`src/ts2e_pkg.sv`:
```
package ts2e_pkg;

   localparam int SECONDS_WIDTH = 38;
   localparam int ADDEND_WIDTH  = 12;
   localparam int FACTOR_WIDTH  = 9;

   localparam logic [4:0] TS_LENGTH  = 5'd14;
   localparam logic [4:0] POS_MONTH  = 5'd4;
   localparam logic [4:0] POS_DAY    = 5'd6;
   localparam logic [4:0] POS_HOUR   = 5'd8;
   localparam logic [4:0] POS_MINUTE = 5'd10;
   localparam logic [4:0] POS_SECOND = 5'd12;
   localparam logic [4:0] POS_MAX    = 5'd31;

   localparam logic [7:0] CHAR_ZERO = 8'h30;
   localparam logic [7:0] CHAR_NINE = 8'h39;

   localparam logic [13:0] EPOCH_YEAR = 14'd1970;
   localparam logic [13:0] LEAP_BASE  = 14'd1969;

   localparam logic [6:0] MONTH_FEB  = 7'd2;
   localparam logic [6:0] MONTH_LAST = 7'd12;
   localparam logic [6:0] HOUR_MAX   = 7'd23;
   localparam logic [6:0] MINUTE_MAX = 7'd59;

   localparam logic [5:0] BIT_LAST  = 6'(SECONDS_WIDTH - 1);
   localparam logic [1:0] PASS_LAST = 2'd3;

   // Horner factors: days, then hours, minutes and seconds.
   localparam logic [FACTOR_WIDTH-1:0] PASS_FACTOR [4] = '{9'd365, 9'd24, 9'd60, 9'd60};

   localparam logic [4:0] MONTH_DAYS [16] = '{
      5'd0, 5'd31, 5'd28, 5'd31, 5'd30, 5'd31, 5'd30, 5'd31,
      5'd31, 5'd30, 5'd31, 5'd30, 5'd31, 5'd0, 5'd0, 5'd0
   };

   // Days before the first of each month in a common year.
   localparam logic [8:0] CUM_DAYS [16] = '{
      9'd0, 9'd0, 9'd31, 9'd59, 9'd90, 9'd120, 9'd151, 9'd181,
      9'd212, 9'd243, 9'd273, 9'd304, 9'd334, 9'd0, 9'd0, 9'd0
   };

   typedef enum logic [1:0] {
      ST_ACCUM,
      ST_CHECK,
      ST_SERIAL,
      ST_DONE
   } ts2e_state_type;

   typedef struct packed {
      logic [7:0]               char_code;
      logic                     last_char;
      logic [SECONDS_WIDTH-1:0] fallback_seconds;
   } req_payload_type;

   typedef struct packed {
      logic [SECONDS_WIDTH-1:0] epoch_seconds;
      logic                     time_valid;
   } rsp_payload_type;

endpackage

```
`src/ts2e_stream_if.sv`:
```
interface ts2e_stream_if #(parameter type payload_type = logic) ();
   logic        valid;
   logic        ready;
   payload_type payload;

   modport source (output valid, output payload, input ready);
   modport sink (input valid, input payload, output ready);
endinterface

```
`src/timestamp_to_epoch_seconds.sv`:
```
// Channel    Direction  Payload
// req_chan   in         char_code, last_char, fallback_seconds
// rsp_chan   out        epoch_seconds, time_valid
//
// Characters transfer at one per cycle until the one marked last.
// A valid timestamp then passes through a check state, four bit-serial multiply-accumulate
// passes over the 38-bit value and a load state before the next character is taken.
// An invalid timestamp goes from the check state straight to the load of the fallback.
// Reset is synchronous and clears the character count, the fields and rsp valid.
// A result waits in the output register; while an earlier one is untaken, the new one is held.
module timestamp_to_epoch_seconds
   import ts2e_pkg::*;
(
   input logic           clock,
   input logic           reset,
   ts2e_stream_if.sink   req_chan,
   ts2e_stream_if.source rsp_chan
);

   ts2e_state_type state_ff, state_in;

   logic [4:0]  position_ff, position_in;
   logic [13:0] year_ff, year_in;
   logic [6:0]  month_ff, month_in;
   logic [6:0]  day_ff, day_in;
   logic [6:0]  hour_ff, hour_in;
   logic [6:0]  minute_ff, minute_in;
   logic [6:0]  second_ff, second_in;
   logic        bad_ff, bad_in;

   logic [SECONDS_WIDTH-1:0] value_ff, value_in;
   logic [ADDEND_WIDTH-1:0]  addend_ff, addend_in;
   logic [FACTOR_WIDTH-1:0]  carry_ff, carry_in;
   logic [5:0]               bit_ff, bit_in;
   logic [1:0]               pass_ff, pass_in;
   logic                     flag_ff, flag_in;

   rsp_payload_type rsp_payload_ff, rsp_payload_in;
   logic            rsp_valid_ff, rsp_valid_in;

   logic req_ready;
   logic accept;
   logic bit_end;
   logic serial_end;
   logic out_load;

   logic       is_digit;
   logic [3:0] digit;
   logic       leap;
   logic       month_ok;
   logic [4:0] day_limit;
   logic       stamp_ok;
   logic [ADDEND_WIDTH-1:0]  days_rest;
   logic [FACTOR_WIDTH-1:0]  factor;
   logic [FACTOR_WIDTH:0]    bit_sum;

   function automatic logic [13:0] times_ten_add(logic [13:0] acc, logic [3:0] dig);
      return 14'(acc * 14'd10 + 14'(dig));
   endfunction

   always_comb begin
      req_ready  = (state_ff == ST_ACCUM);
      accept     = req_ready && req_chan.valid;
      bit_end    = (state_ff == ST_SERIAL) && (bit_ff == BIT_LAST);
      serial_end = bit_end && (pass_ff == PASS_LAST);
      out_load   = (state_ff == ST_DONE) && (!rsp_valid_ff || rsp_chan.ready);
   end

   always_comb begin
      state_in = state_ff;
      unique case (state_ff)
         ST_ACCUM: begin
            if (accept && req_chan.payload.last_char) begin
               state_in = ST_CHECK;
            end
         end
         ST_CHECK: begin
            state_in = stamp_ok ? ST_SERIAL : ST_DONE;
         end
         ST_SERIAL: begin
            if (serial_end) begin
               state_in = ST_DONE;
            end
         end
         ST_DONE: begin
            if (out_load) begin
               state_in = ST_ACCUM;
            end
         end
         default: state_in = ST_ACCUM;
      endcase
   end

   always_comb begin
      is_digit = (req_chan.payload.char_code >= CHAR_ZERO)
              && (req_chan.payload.char_code <= CHAR_NINE);
      digit    = is_digit ? 4'(req_chan.payload.char_code - CHAR_ZERO) : 4'd0;

      leap      = (year_ff[1:0] == 2'd0);
      month_ok  = (month_ff != 7'd0) && (month_ff <= MONTH_LAST);
      day_limit = !month_ok ? 5'd0
                : (month_ff == MONTH_FEB) ? (leap ? 5'd29 : 5'd28)
                : MONTH_DAYS[month_ff[3:0]];
      stamp_ok  = !bad_ff && (position_ff == TS_LENGTH) && (year_ff >= EPOCH_YEAR)
               && month_ok && (day_ff != 7'd0) && (day_ff <= {2'd0, day_limit})
               && (hour_ff <= HOUR_MAX) && (minute_ff <= MINUTE_MAX)
               && (second_ff <= MINUTE_MAX);
      days_rest = ADDEND_WIDTH'(14'(year_ff - LEAP_BASE) >> 2)
                + ADDEND_WIDTH'(day_ff) - ADDEND_WIDTH'(1)
                + ADDEND_WIDTH'(CUM_DAYS[month_ff[3:0]])
                + ADDEND_WIDTH'(leap && (month_ff > MONTH_FEB));

      factor  = PASS_FACTOR[pass_ff];
      bit_sum = {1'b0, carry_ff} + (value_ff[0] ? {1'b0, factor} : '0)
              + (FACTOR_WIDTH+1)'(addend_ff[0]);
   end

   always_comb begin
      position_in = position_ff;
      year_in     = year_ff;
      month_in    = month_ff;
      day_in      = day_ff;
      hour_in     = hour_ff;
      minute_in   = minute_ff;
      second_in   = second_ff;
      bad_in      = bad_ff;
      value_in    = value_ff;
      addend_in   = addend_ff;
      carry_in    = carry_ff;
      bit_in      = bit_ff;
      pass_in     = pass_ff;
      flag_in     = flag_ff;

      rsp_payload_in = rsp_payload_ff;
      rsp_valid_in   = rsp_valid_ff && !rsp_chan.ready;

      unique case (state_ff)
         ST_ACCUM: begin
            if (accept) begin
               if (!is_digit) begin
                  bad_in = 1'b1;
               end
               priority if (position_ff < POS_MONTH) begin
                  year_in = times_ten_add(year_ff, digit);
               end else if (position_ff < POS_DAY) begin
                  month_in = 7'(times_ten_add({7'd0, month_ff}, digit));
               end else if (position_ff < POS_HOUR) begin
                  day_in = 7'(times_ten_add({7'd0, day_ff}, digit));
               end else if (position_ff < POS_MINUTE) begin
                  hour_in = 7'(times_ten_add({7'd0, hour_ff}, digit));
               end else if (position_ff < POS_SECOND) begin
                  minute_in = 7'(times_ten_add({7'd0, minute_ff}, digit));
               end else if (position_ff < TS_LENGTH) begin
                  second_in = 7'(times_ten_add({7'd0, second_ff}, digit));
               end else begin
               end
               if (position_ff != POS_MAX) begin
                  position_in = position_ff + 5'd1;
               end
               value_in = req_chan.payload.fallback_seconds;
            end
         end
         ST_CHECK: begin
            flag_in  = stamp_ok;
            carry_in = '0;
            bit_in   = '0;
            pass_in  = '0;
            if (stamp_ok) begin
               value_in  = SECONDS_WIDTH'(14'(year_ff - EPOCH_YEAR));
               addend_in = days_rest;
            end
         end
         ST_SERIAL: begin
            value_in  = {bit_sum[0], value_ff[SECONDS_WIDTH-1:1]};
            addend_in = addend_ff >> 1;
            carry_in  = bit_sum[FACTOR_WIDTH:1];
            bit_in    = bit_ff + 6'd1;
            if (bit_end) begin
               carry_in = '0;
               bit_in   = '0;
               pass_in  = pass_ff + 2'd1;
               unique case (pass_ff)
                  2'd0:    addend_in = ADDEND_WIDTH'(hour_ff);
                  2'd1:    addend_in = ADDEND_WIDTH'(minute_ff);
                  default: addend_in = ADDEND_WIDTH'(second_ff);
               endcase
            end
         end
         ST_DONE: begin
            if (out_load) begin
               rsp_payload_in.epoch_seconds = value_ff;
               rsp_payload_in.time_valid    = flag_ff;
               rsp_valid_in = 1'b1;
               position_in  = '0;
               year_in      = '0;
               month_in     = '0;
               day_in       = '0;
               hour_in      = '0;
               minute_in    = '0;
               second_in    = '0;
               bad_in       = 1'b0;
            end
         end
         default: begin
         end
      endcase
   end

   always_ff @(posedge clock) begin
      if (reset) begin
         state_ff     <= ST_ACCUM;
         position_ff  <= '0;
         year_ff      <= '0;
         month_ff     <= '0;
         day_ff       <= '0;
         hour_ff      <= '0;
         minute_ff    <= '0;
         second_ff    <= '0;
         bad_ff       <= 1'b0;
         rsp_valid_ff <= 1'b0;
      end else begin
         state_ff     <= state_in;
         position_ff  <= position_in;
         year_ff      <= year_in;
         month_ff     <= month_in;
         day_ff       <= day_in;
         hour_ff      <= hour_in;
         minute_ff    <= minute_in;
         second_ff    <= second_in;
         bad_ff       <= bad_in;
         rsp_valid_ff <= rsp_valid_in;
      end
   end

   always_ff @(posedge clock) begin
      value_ff       <= value_in;
      addend_ff      <= addend_in;
      carry_ff       <= carry_in;
      bit_ff         <= bit_in;
      pass_ff        <= pass_in;
      flag_ff        <= flag_in;
      rsp_payload_ff <= rsp_payload_in;
   end

   assign req_chan.ready   = req_ready;
   assign rsp_chan.valid   = rsp_valid_ff;
   assign rsp_chan.payload = rsp_payload_ff;

endmodule

```
`src/flat_wrapper.sv`:
```
// flat-port wrapper written by rule: the top's interface ports become plain ports
module timestamp_to_epoch_seconds_flat import ts2e_pkg::*;
  (clock, reset, req_chan_valid, req_chan_payload, req_chan_ready, rsp_chan_valid, rsp_chan_payload, rsp_chan_ready);
  ts2e_stream_if #(.payload_type(req_payload_type)) req_chan_i ();
  ts2e_stream_if #(.payload_type(rsp_payload_type)) rsp_chan_i ();
  input logic clock;
  input logic reset;
  input wire logic [$bits(req_chan_i.valid)-1:0] req_chan_valid;
  input wire logic [$bits(req_chan_i.payload)-1:0] req_chan_payload;
  output wire logic [$bits(req_chan_i.ready)-1:0] req_chan_ready;
  output wire logic [$bits(rsp_chan_i.valid)-1:0] rsp_chan_valid;
  output wire logic [$bits(rsp_chan_i.payload)-1:0] rsp_chan_payload;
  input wire logic [$bits(rsp_chan_i.ready)-1:0] rsp_chan_ready;
  assign req_chan_i.valid = req_chan_valid;
  assign req_chan_i.payload = req_chan_payload;
  assign req_chan_ready = req_chan_i.ready;
  assign rsp_chan_valid = rsp_chan_i.valid;
  assign rsp_chan_payload = rsp_chan_i.payload;
  assign rsp_chan_i.ready = rsp_chan_ready;
  timestamp_to_epoch_seconds u_core (.clock(clock), .reset(reset), .req_chan(req_chan_i), .rsp_chan(rsp_chan_i));
endmodule
```
`config.mk`:
```
export PLATFORM = sky130hd
export DESIGN_NAME = timestamp_to_epoch_seconds_flat
export DESIGN_NICKNAME = d
export VERILOG_FILES = /design/src/ts2e_pkg.sv /design/src/ts2e_stream_if.sv /design/src/timestamp_to_epoch_seconds.sv /design/src/flat_wrapper.sv
export SDC_FILE = /design/constraint.sdc
export NUM_CORES = 1
export LEC_CHECK = 0
export BUFFER_PORTS_ARGS = -buffer_cell sky130_fd_sc_hd__buf_2
export CORE_MARGIN = 3
export CORE_UTILIZATION = 62
export CTS_BUF_LIST = sky130_fd_sc_hd__clkbuf_8 sky130_fd_sc_hd__clkbuf_16
export DETAILED_ROUTE_END_ITERATION = 16
export PLACE_DENSITY = 0.84
export SYNTH_ARGS = -nofsm -noshare
export SYNTH_HDL_FRONTEND = slang
export SYNTH_SLANG_ARGS = --single-unit
```
`constraint.sdc`:
```
create_clock -name clock -period 10.08 [get_ports clock]
set_input_delay 1.008 -clock clock [delete_from_list [all_inputs] [get_ports clock]]
set_output_delay 1.008 -clock clock [all_outputs]
set_load 0.05 [all_outputs]
```
# Word-level counts from Yosys, hierarchy flattened
# Memories as Yosys holds them, arrays and structs flattened.
# Cells that the tools add are included.
# totals
word_cells	208
input_bits	51
mem_count	2
register_bits	165
romBits	224
out_inout_bits	41
# op_classes
n_mul	6
n_eq_ne	28
mux	75
add_sub_neg	18
n_reduce_logical	42
order_cmp	17
bitwise	2
# mem_list
memory	words	word_bits	rd	rd_clocked_by_memory_dff	write_ports	line_no	source
(name not given)	16	9	1	0	0	timestamp_to_epoch_seconds.sv:110	+ ADDEND_WIDTH'(CUM_DAYS[month_ff[3:0]])
(name not given)	16	5	1	0	0	timestamp_to_epoch_seconds.sv:103	: MONTH_DAYS[month_ff[3:0]];
# ops
op	n
$mux 7	26
$pmux 38 s3	1
$pmux 7 s2	6
$mux 38	2
$mux 9	6
$mux 14	3
$add 7x4->7	5
$mul 7x3->6 const B	5
$mux 5	7
$pmux 14 s2	1
$sub 14x11->14 const B	2
$ne 2x1->1 const B	13
$mux 12	2
$pmux 12 s2	1
$lt 5x4->1 const B	4
$bmux 9 s2	1
$pmux 9 s2	1
$logic_and 1x1->1	17
$add 14x4->14	1
$ge 14x11->1 const B	1
$le 7x6->1 const B	2
$mul 14x3->13 const B	1
$reduce_bool 7->1	2
$add 12x1->12	1
49 further kinds	77

# Depth between registers and ports, before layout
# Gate-level depths: netlist of run 1.
# logic_depth
depth_word	13
ltp_mapped	18
ltp_nobuf	18

# Least setup slack after synthesis of run 1
# OpenSTA, ideal clock, no wires.
# synth_timing
path_kind	flip-flop to flip-flop
startpoint	register u_core.month_ff[1]
endpoint	register u_core.value_ff[0] (enable)
synth_period_minus_slack_ps	4917
path_stages_with_launch	14
arrival_time_ps	4473
slack_ps	5163
path_cell_list	dfxtp_1 > inv_1 > ha_1 > a31oi_1 > o211ai_1 > o21bai_1 > ha_1 > nor2b_1 > o21a_1 > o21ai_0 > a21oi_1 > o22a_1 > o21ai_1 > a21boi_1
# synth_via
elab_chain_cells	13
word_cells_on_any_way	19
cone_classes	order compare: 2; eq/ne: 2; mux: 4; bitwise: 1; reduce/logical: 9; memory: 1
# synth_rtl
item	line_no	source
start, declared	timestamp_to_epoch_seconds.sv:24	logic [6:0] month_ff, month_in;
start signal, assigned	timestamp_to_epoch_seconds.sv:225	month_ff <= month_in;
$not 4->5 (implied by the code)	timestamp_to_epoch_seconds.sv:103	
$mem_v2 16x5	n/a	
$mux 5 (implied by the code) (2 in series)	timestamp_to_epoch_seconds.sv:103	
$mux 5	timestamp_to_epoch_seconds.sv:102	: (month_ff == MONTH_FEB) ? (leap ? 5'd29 : 5'd28)
$mux 5	timestamp_to_epoch_seconds.sv:101	day_limit = !month_ok ? 5'd0
$le 7x5->1	timestamp_to_epoch_seconds.sv:105	&& month_ok && (day_ff != 7'd0) && (day_ff <= {2'd0, day_limit})
$logic_and 1x1->1 *	timestamp_to_epoch_seconds.sv:105	
$logic_and 1x1->1 * (2 in series)	timestamp_to_epoch_seconds.sv:106	&& (hour_ff <= HOUR_MAX) && (minute_ff <= MINUTE_MAX)
$logic_and 1x1->1 *	timestamp_to_epoch_seconds.sv:107	&& (second_ff <= MINUTE_MAX);
$ne 2x1->1 (no source line) *	n/a	
$reduce_and 3->1 (no source line) *	n/a	
end signal, assigned	timestamp_to_epoch_seconds.sv:236	value_ff <= value_in;
end, declared	timestamp_to_epoch_seconds.sv:31	logic [SECONDS_WIDTH-1:0] value_ff, value_in;
# Mark *: on every way between the ends. The rest lies on a longest branch, timed or not. The select of a mux whose other input is x is not followed.
# A chain may end at the register's enable or synchronous reset.

# Worst setup path after layout of run 1
# layout_timing
startpoint	register u_core.month_ff[1]
endpoint	register u_core.addend_ff[11] (data pin)
# layout_via
elab_chain_cells	8
word_cells_on_any_way	10
cone_classes	add/sub: 2; order compare: 1; mux: 4; bitwise: 1; reduce/logical: 1; memory: 1
# layout_rtl
item	line_no	source
$not 4->5 (implied by the code)	timestamp_to_epoch_seconds.sv:110	
$mem_v2 16x9	n/a	
$mux 9 (implied by the code) (2 in series)	timestamp_to_epoch_seconds.sv:110	
$add 12x9->12	timestamp_to_epoch_seconds.sv:110	
$add 12x1->12 *	timestamp_to_epoch_seconds.sv:111	+ ADDEND_WIDTH'(leap && (month_ff > MONTH_FEB));
$mux 12 *	timestamp_to_epoch_seconds.sv:168	if (stamp_ok) begin
$pmux 12 s2 *	timestamp_to_epoch_seconds.sv:137	unique case (state_ff)
end signal, assigned	timestamp_to_epoch_seconds.sv:237	addend_ff <= addend_in;
end, declared	timestamp_to_epoch_seconds.sv:32	logic [ADDEND_WIDTH-1:0] addend_ff, addend_in;
# Marks and branches as above.

==> results of run 1 <==
synthesized netlist by cell type, types with 4 or more instances:
master / number / share of area, %
nand2_1: 72 / 2.5
mux2i_1: 11 / 1.0
o21a_1: 4 / 0.28
clkbuf_1: 39 / 1.4
xnor2_1: 66 / 5.4
o21bai_1: 5 / 0.35
o22ai_1: 5 / 0.29
nand2b_1: 7 / 0.41
nand4_1: 9 / 0.52
buf_2: 4 / 0.19
a21oi_1: 86 / 4.0
nor3_1: 16 / 0.74
nor3b_1: 22 / 1.5
a22o_1: 5 / 0.41
o211ai_1: 4 / 0.28
fa_1: 21 / 3.9
nor2_1: 110 / 3.8
xor2_1: 29 / 2.4
a21o_1: 17 / 1.2
and3_1: 5 / 0.29
buf_1: 5 / 0.17
nor2b_1: 12 / 0.70
a211oi_1: 4 / 0.28
a22oi_1: 37 / 2.6
edfxtp_1: 107 / 30
inv_1: 99 / 3.4
ha_1: 116 / 13
nand3_1: 8 / 0.37
a31oi_1: 9 / 0.52
o21ai_0: 51 / 2.4
and2_1: 6 / 0.35
dfxtp_1: 58 / 11
nor4_1: 5 / 0.29
flip-flops by register name, summed over array words and instances (netlist names), 5 cells and up:
| signal | cells |
|---|---|
| u_core.day_ff | 7 |
| u_core.addend_ff | 12 |
| u_core.month_ff | 7 |
| u_core.bit_ff | 6 |
| u_core.hour_ff | 7 |
| u_core.position_ff | 5 |
| u_core.minute_ff | 7 |
| u_core.value_ff | 38 |
| u_core.carry_ff | 9 |
| u_core.rsp_chan.payload | 39 |
| u_core.year_ff | 14 |
| u_core.second_ff | 7 |
path summary, 6_finish.rpt:
path	end	slack [ps]	cells past startpoint	from
worst max register to register	u_core.addend_ff[11]	5750	17	u_core.month_ff[1]
worst min-delay path	u_core.rsp_chan.payload[0]	420	0	u_core.flag_ff
worst max-delay path	u_core.addend_ff[11]	5750	17	u_core.month_ff[1]
worst min register to register	u_core.rsp_chan.payload[0]	420	0	u_core.flag_ff
worst reg2reg max path, delay by kind of cell, from the launching register on:
kind            cells  cell delay, ps
buf+inv             4             430
flops               1             600
xor+xnor            1             150
mux                 1             470
fa+ha+maj           5            1530
compound gates      4             720
simple gates        2             180
metal layers:
layer,track usage [%],up-vias
li1,-,3991
met1,34.89,3936
met2,40.84,300
met3,3.628,43
met4,7.739,0
met5,0,-
power by group:
group | switching [W] | internal [W] | total (W) | leakage, nW
sequential | 0.0000930 | 0.000998 | 0.00109 | 1.47
combinational | 0.000573 | 0.000257 | 0.000831 | 3.25
clock | 0.000311 | 0.000335 | 0.000645 | 0.292
per-stage QoR:
step	util, %	power (W)	worst slack, ps	area, um^2
after global routing	71.34	0.002706	5403	12000
after CTS	71.34	0.002565	5739	12000
after detailed placement	67.80	0.001917	5740	11400
final	71.34	0.002567	5746	12000
after global placement	67.80	0.001882	5902	11400
after floorplan	-	0.001706	5163	10790
cell families after synthesis:
group	share of synthesized area [%]
AO/OA/AOI/OAI	14.38
XOR/XNOR	8.012
adder cells (fa/ha/maj)	17.34
buffers and inverters	5.159
flip-flops	40.53
multiplexers	1.333
AND/OR/NAND/NOR	13.24
layout make-up:
| type | count | area (um^2) |
|---|---|---|
| clock buffer | 17 | 425.4 |
| clock inverter | 15 | 168.9 |
| fill | 1183 | 4821 |
| inverter | 99 | 371.6 |
| multi-input combinational | 786 | 5882 |
| sequential | 165 | 4374 |
| tap | 220 | 275.3 |
| timing repair buffer | 97 | 500.5 |
==> reports/results.ini, run 1 <==
[run]
cap_violations=0

[floorplanning]
io_pins=92
dieHeight_um=137.9
fp.dieW_um=137.9
fp.coreArea_um2=16820
die_area_um2=19020
rows=47
start_util_pct=64.16

[clock_network]
clock_sinks=165
postCtsHoldBufs=0
cts_tree=yes
clk_pin_slew_ps=70
postCtsSetupBuffers=0
cts_made_buffers=17
cts_resized=0
cts.root.buffer_cell=clkbuf_16
htreeDepth=4
clk_latency_ps=440
cts_buffer_depth=2

[layout]
final_cell_mix=ha_1, nor2_1, edfxtp_1
mostFrequentLayoutCell=ha_1
fin_nets=1354
diodes=0
finalNonFillerCells=1399
drive_above_1_share_pct=12.55
area_growth_pct=11.18

[synthesis]
synth_area_um2=10790
ys_async_sr_fraction_pct=0
synthesis.yosys.warnings=0
synth-edff-count=107
synth_cell_types=64
synth-seq-cells=165
syn_inst=1098
synth_flop_cell=edfxtp_1
avgSynthCellArea_um2=9.828
yosysSeqAreaShare_pct=40.53
synthesis.nets=1286

[outcome]
status=finished, final reports clean

[critical_path]
end_kind=flop
worstPathMaxFanout=12
crit_family=adder cells
slowest_stage=dfxtp_1
cp.required_ps=10260
crit_arrival_ps=4510
max_stage_delay_ps=600
worst-path-buf-inv=4
path_cells=inv_1 -> ha_1 -> mux4_2 -> inv_1 -> ha_1 -> fa_1 -> inv_1 -> ha_1 -> inv_1 -> fa_1 -> nor2b_1 -> o21a_1 -> o21ai_0 -> a21boi_0 -> a31oi_1 -> xor2_1 -> nor2_1
crit_top_cell=inv_1
setup.worst_path.class=reg2reg
startpoint_type=flop

[min_path]
hold_path_class=reg2reg

[routing]
top_layer=met4
routed_wl_um=23340
vias=8270
initialDrtViolationCount=760
wl_met1_um=10310
wl_per_cell_um=16.68
met3_length_um=1462
antenna_left=0
drc=0
vias_per_cell=5.911
drt_pass1_iterations=6
dr_wl_met2_um=11080

[pwr]
powerDensity_nw_per_um2=214.0
power.leakage_nw=5.016
vdd_drop_max_mv=0.1626

[place]
dp.cells=1367
routabilityCongestion=0.8821
dp_hpwl_um=16800
numPortBuffers=91

[grt]
grt_usage_pct=25.06
grt_pass1_vias=7847
antenna_found_initial=0
grt_pass1_wl_um=37920
overflow=0
grt_max_degree=70

[sta]
max-slew-margin-rel_pct=27.38
finalCritPeriodShare_pct=42.99
clock.fmax_ghz=0.2308
hold_viol=0
period_minus_slack_ps=4334
whs_ps=418.1
setup_tns_ps=0
slew_violations=0
clock_skew_ps=13.68
tightest_slew_ps=1087
setup_viol=0
rsz0062_at_grt=no

Power figures use the tool's default switching activity.
==> run 2, diff against run 1 <==
- CORE_UTILIZATION: 62 -> 61
- PLACE_DENSITY: 0.84 -> 0.83
- clock period: 10.08 -> 4.2 ns (I/O delays scaled with it)
==> run 2 against run 1 <==
Compared with the run above: routed wire length rose by 8.3%; sequential cell count did not move; first-iteration DRC count fell by 3.8%; via count rose by 2.7%; core utilization fell by 1.4 points; critical path depth did not move; hold slack got worse by 98 ps; non-clock buffer count rose by 12; clock skew fell by 5.4 ps; register-to-register slack got worse by 5500 ps; critical endpoint unchanged.
==> reports/results.ini, run 2 (synthesized netlist as in run 1, its figures left out) <==
[outcome]
status=finished, final reports clean  ; unchanged

[routing]
drc=0  ; unchanged
routed_wl_um=25270  ; was 23340 um
vias=8492  ; was 8270
wl_per_cell_um=17.85  ; was 16.68 um
initialDrtViolationCount=731  ; was 760
antenna_left=0  ; unchanged
drt_pass1_iterations=6  ; unchanged
vias_per_cell=5.997  ; was 5.911

[sta]
setup_tns_ps=0  ; unchanged
clock.fmax_ghz=0.2555  ; was 0.2308 GHz
max-slew-margin-rel_pct=25.54  ; was 27.38%
setup_viol=0  ; unchanged
clock_skew_ps=8.295  ; was 13.68 ps
tightest_slew_ps=1114  ; was 1087 ps
finalCritPeriodShare_pct=93.19  ; was 42.99%
rsz0062_at_grt=no  ; unchanged
slew_violations=0  ; unchanged
setup_slack_ps=286.0  ; was 5746 ps
period_minus_slack_ps=3914  ; was 4334 ps
hold_viol=0  ; unchanged

[clock_network]
cts.root.buffer_cell=clkbuf_16  ; unchanged
cts_tree=yes  ; unchanged
clock_sinks=165  ; unchanged
clk_pin_slew_ps=70  ; about the same
htreeDepth=4  ; unchanged
cts_made_buffers=17  ; unchanged
clk_latency_ps=440  ; about the same
cts_buffer_depth=2  ; unchanged
postCtsSetupBuffers=0  ; unchanged

[critical_path]
cp.required_ps=4370  ; was 10260 ps
end_kind=flop  ; unchanged
worstPathMaxFanout=5  ; was 12
r2r_start=u_core.month_ff[0]  ; was u_core.month_ff[1]
crit_arrival_ps=4090  ; was 4510 ps
startpoint_type=flop  ; unchanged
setup.worst_path.class=reg2reg  ; unchanged
startpoint=u_core.month_ff[0]  ; was u_core.month_ff[1]

[layout]
fillCellCount=1223  ; was 1183
fin_nets=1366  ; was 1354
drive_above_1_share_pct=13.43  ; was 12.55%
largestRegisters=u_core.rsp_chan.payload: 39 flops, u_core.value_ff: 38 flops, u_core.year_ff: 14 flops  ; unchanged
area_growth_pct=12.14  ; was 11.18%
diodes=0  ; unchanged
regMostFlops=u_core.rsp_chan.payload  ; unchanged
mostFrequentLayoutCell=ha_1  ; unchanged
final_cell_mix=ha_1, nor2_1, edfxtp_1  ; unchanged
finalInstanceArea_um2=12100  ; was 12000 um^2
largest_reg_flops=39  ; unchanged

[min_path]
min_from=req_chan_payload[12]  ; was u_core.flag_ff
hold_path_class=in2reg  ; was reg2reg

[place]
routabilityCongestion=0.8931  ; was 0.8821
pre_cts_slack_ps=288.3  ; was 5740 ps
numPortBuffers=91  ; unchanged
placed_area_um2=11500  ; was 11400 um^2
dp_hpwl_um=18410  ; was 16800 um

[floorplanning]
die_area_um2=19320  ; was 19020 um^2
rows=48  ; was 47
start_util_pct=62.39  ; was 64.16%
fp.dieW_um=139.0  ; was 137.9 um
fp.coreArea_um2=17300  ; was 16820 um^2
dieHeight_um=139.0  ; was 137.9 um
io_pins=92  ; unchanged

[grt]
overflow=0  ; unchanged
grt_pass1_vias=8436  ; was 7847
antenna_found_initial=0  ; unchanged
grt_max_degree=53  ; was 70
grt_usage_pct=26.42  ; was 25.06%
grt_pass1_wl_um=41810  ; was 37920 um

[pwr]
vdd_drop_max_mv=0.4620  ; was 0.1626 mV
powerDensity_nw_per_um2=518.4  ; was 214.0 nW/um^2
power.leakage_nw=5.078  ; was 5.016 nW

[run]
cap_violations=0  ; unchanged

## run 2: changes by cell type in the layout (fill, tap and decap cells not counted), sizes merged
| cell | change |
|---|---|
| buf | +12 |
| inv | -3 |
| bufinv | +2 |
| clkinvlp | +2 |
| clkinv | -1 |
## run 2: through the flow
step / cells / power [W] / util (%) / hold WS, ps
after floorplan: 1098 / 0.004091 / - / 400.3
after global placement: 1384 / 0.004521 / 66.49 / 410.1
after detailed placement: 1384 / 0.004677 / 66.49 / 427.0
after CTS: 1416 / 0.006248 / 69.93 / 298.7
after global routing: 1416 / 0.006585 / 69.97 / 306.4
final: 1416 / 0.006273 / 69.97 / 319.7
## run 2: path summary, 6_finish.rpt
| check | to | slack, ps | depth (start not counted) |
|---|---|---|---|
| min reg2reg | u_core.rsp_chan.payload[0] | 440 | 0 |
| max | u_core.addend_ff[11] | 290 | 17 |
| max reg2reg | u_core.addend_ff[11] | 290 | 17 |
| min | u_core.value_ff[12] | 320 | 3 |
## run 2: per-layer routing
metal / routed length [um] / GRT usage, %
met1: 10730 / 35.04
met2: 12140 / 43.52
met3: 1762 / 5.345
met4: 642 / 9.217
met5: 0 / 0
## run 2: area by class of cell
class,instances,area [um^2],share of cell area [%]
Inverter,99,371.6,3.071
Sequential cell,165,4374,36.15
Clock inverter,15,170.2,1.406
Tap cell,225,281.5,2.326
Clock buffer,17,425.4,3.515
Multi-Input combinational cell,786,5888,48.66
Timing Repair Buffer,109,590.6,4.880
## run 2: repair_timing
action                     CTS  global route
setup endpoints to repair    0             3
hold endpoints to repair     0             0
gates resized for setup      0             3
hold buffers                 0             0
## run 2: where the power goes
part | internal, W | total (W) | switching [W]
Clock | 0.000891 | 0.00158 | 0.000689
Combinational | 0.000624 | 0.00205 | 0.00143
Sequential | 0.00240 | 0.00264 | 0.000239
## run 2: worst max-delay path: stages (launching register included)
cell and delay (ps):
dfxtp_1 340, inv_1 110, ha_1 270, mux4_2 460
inv_1 70, ha_1 240, fa_1 500, inv_1 40
ha_1 220, inv_1 70, fa_1 200, nor2b_1 60
o21a_1 170, o21ai_0 310, a21boi_1 160, a31oi_1 220
xor2_1 160, nor2_1 50
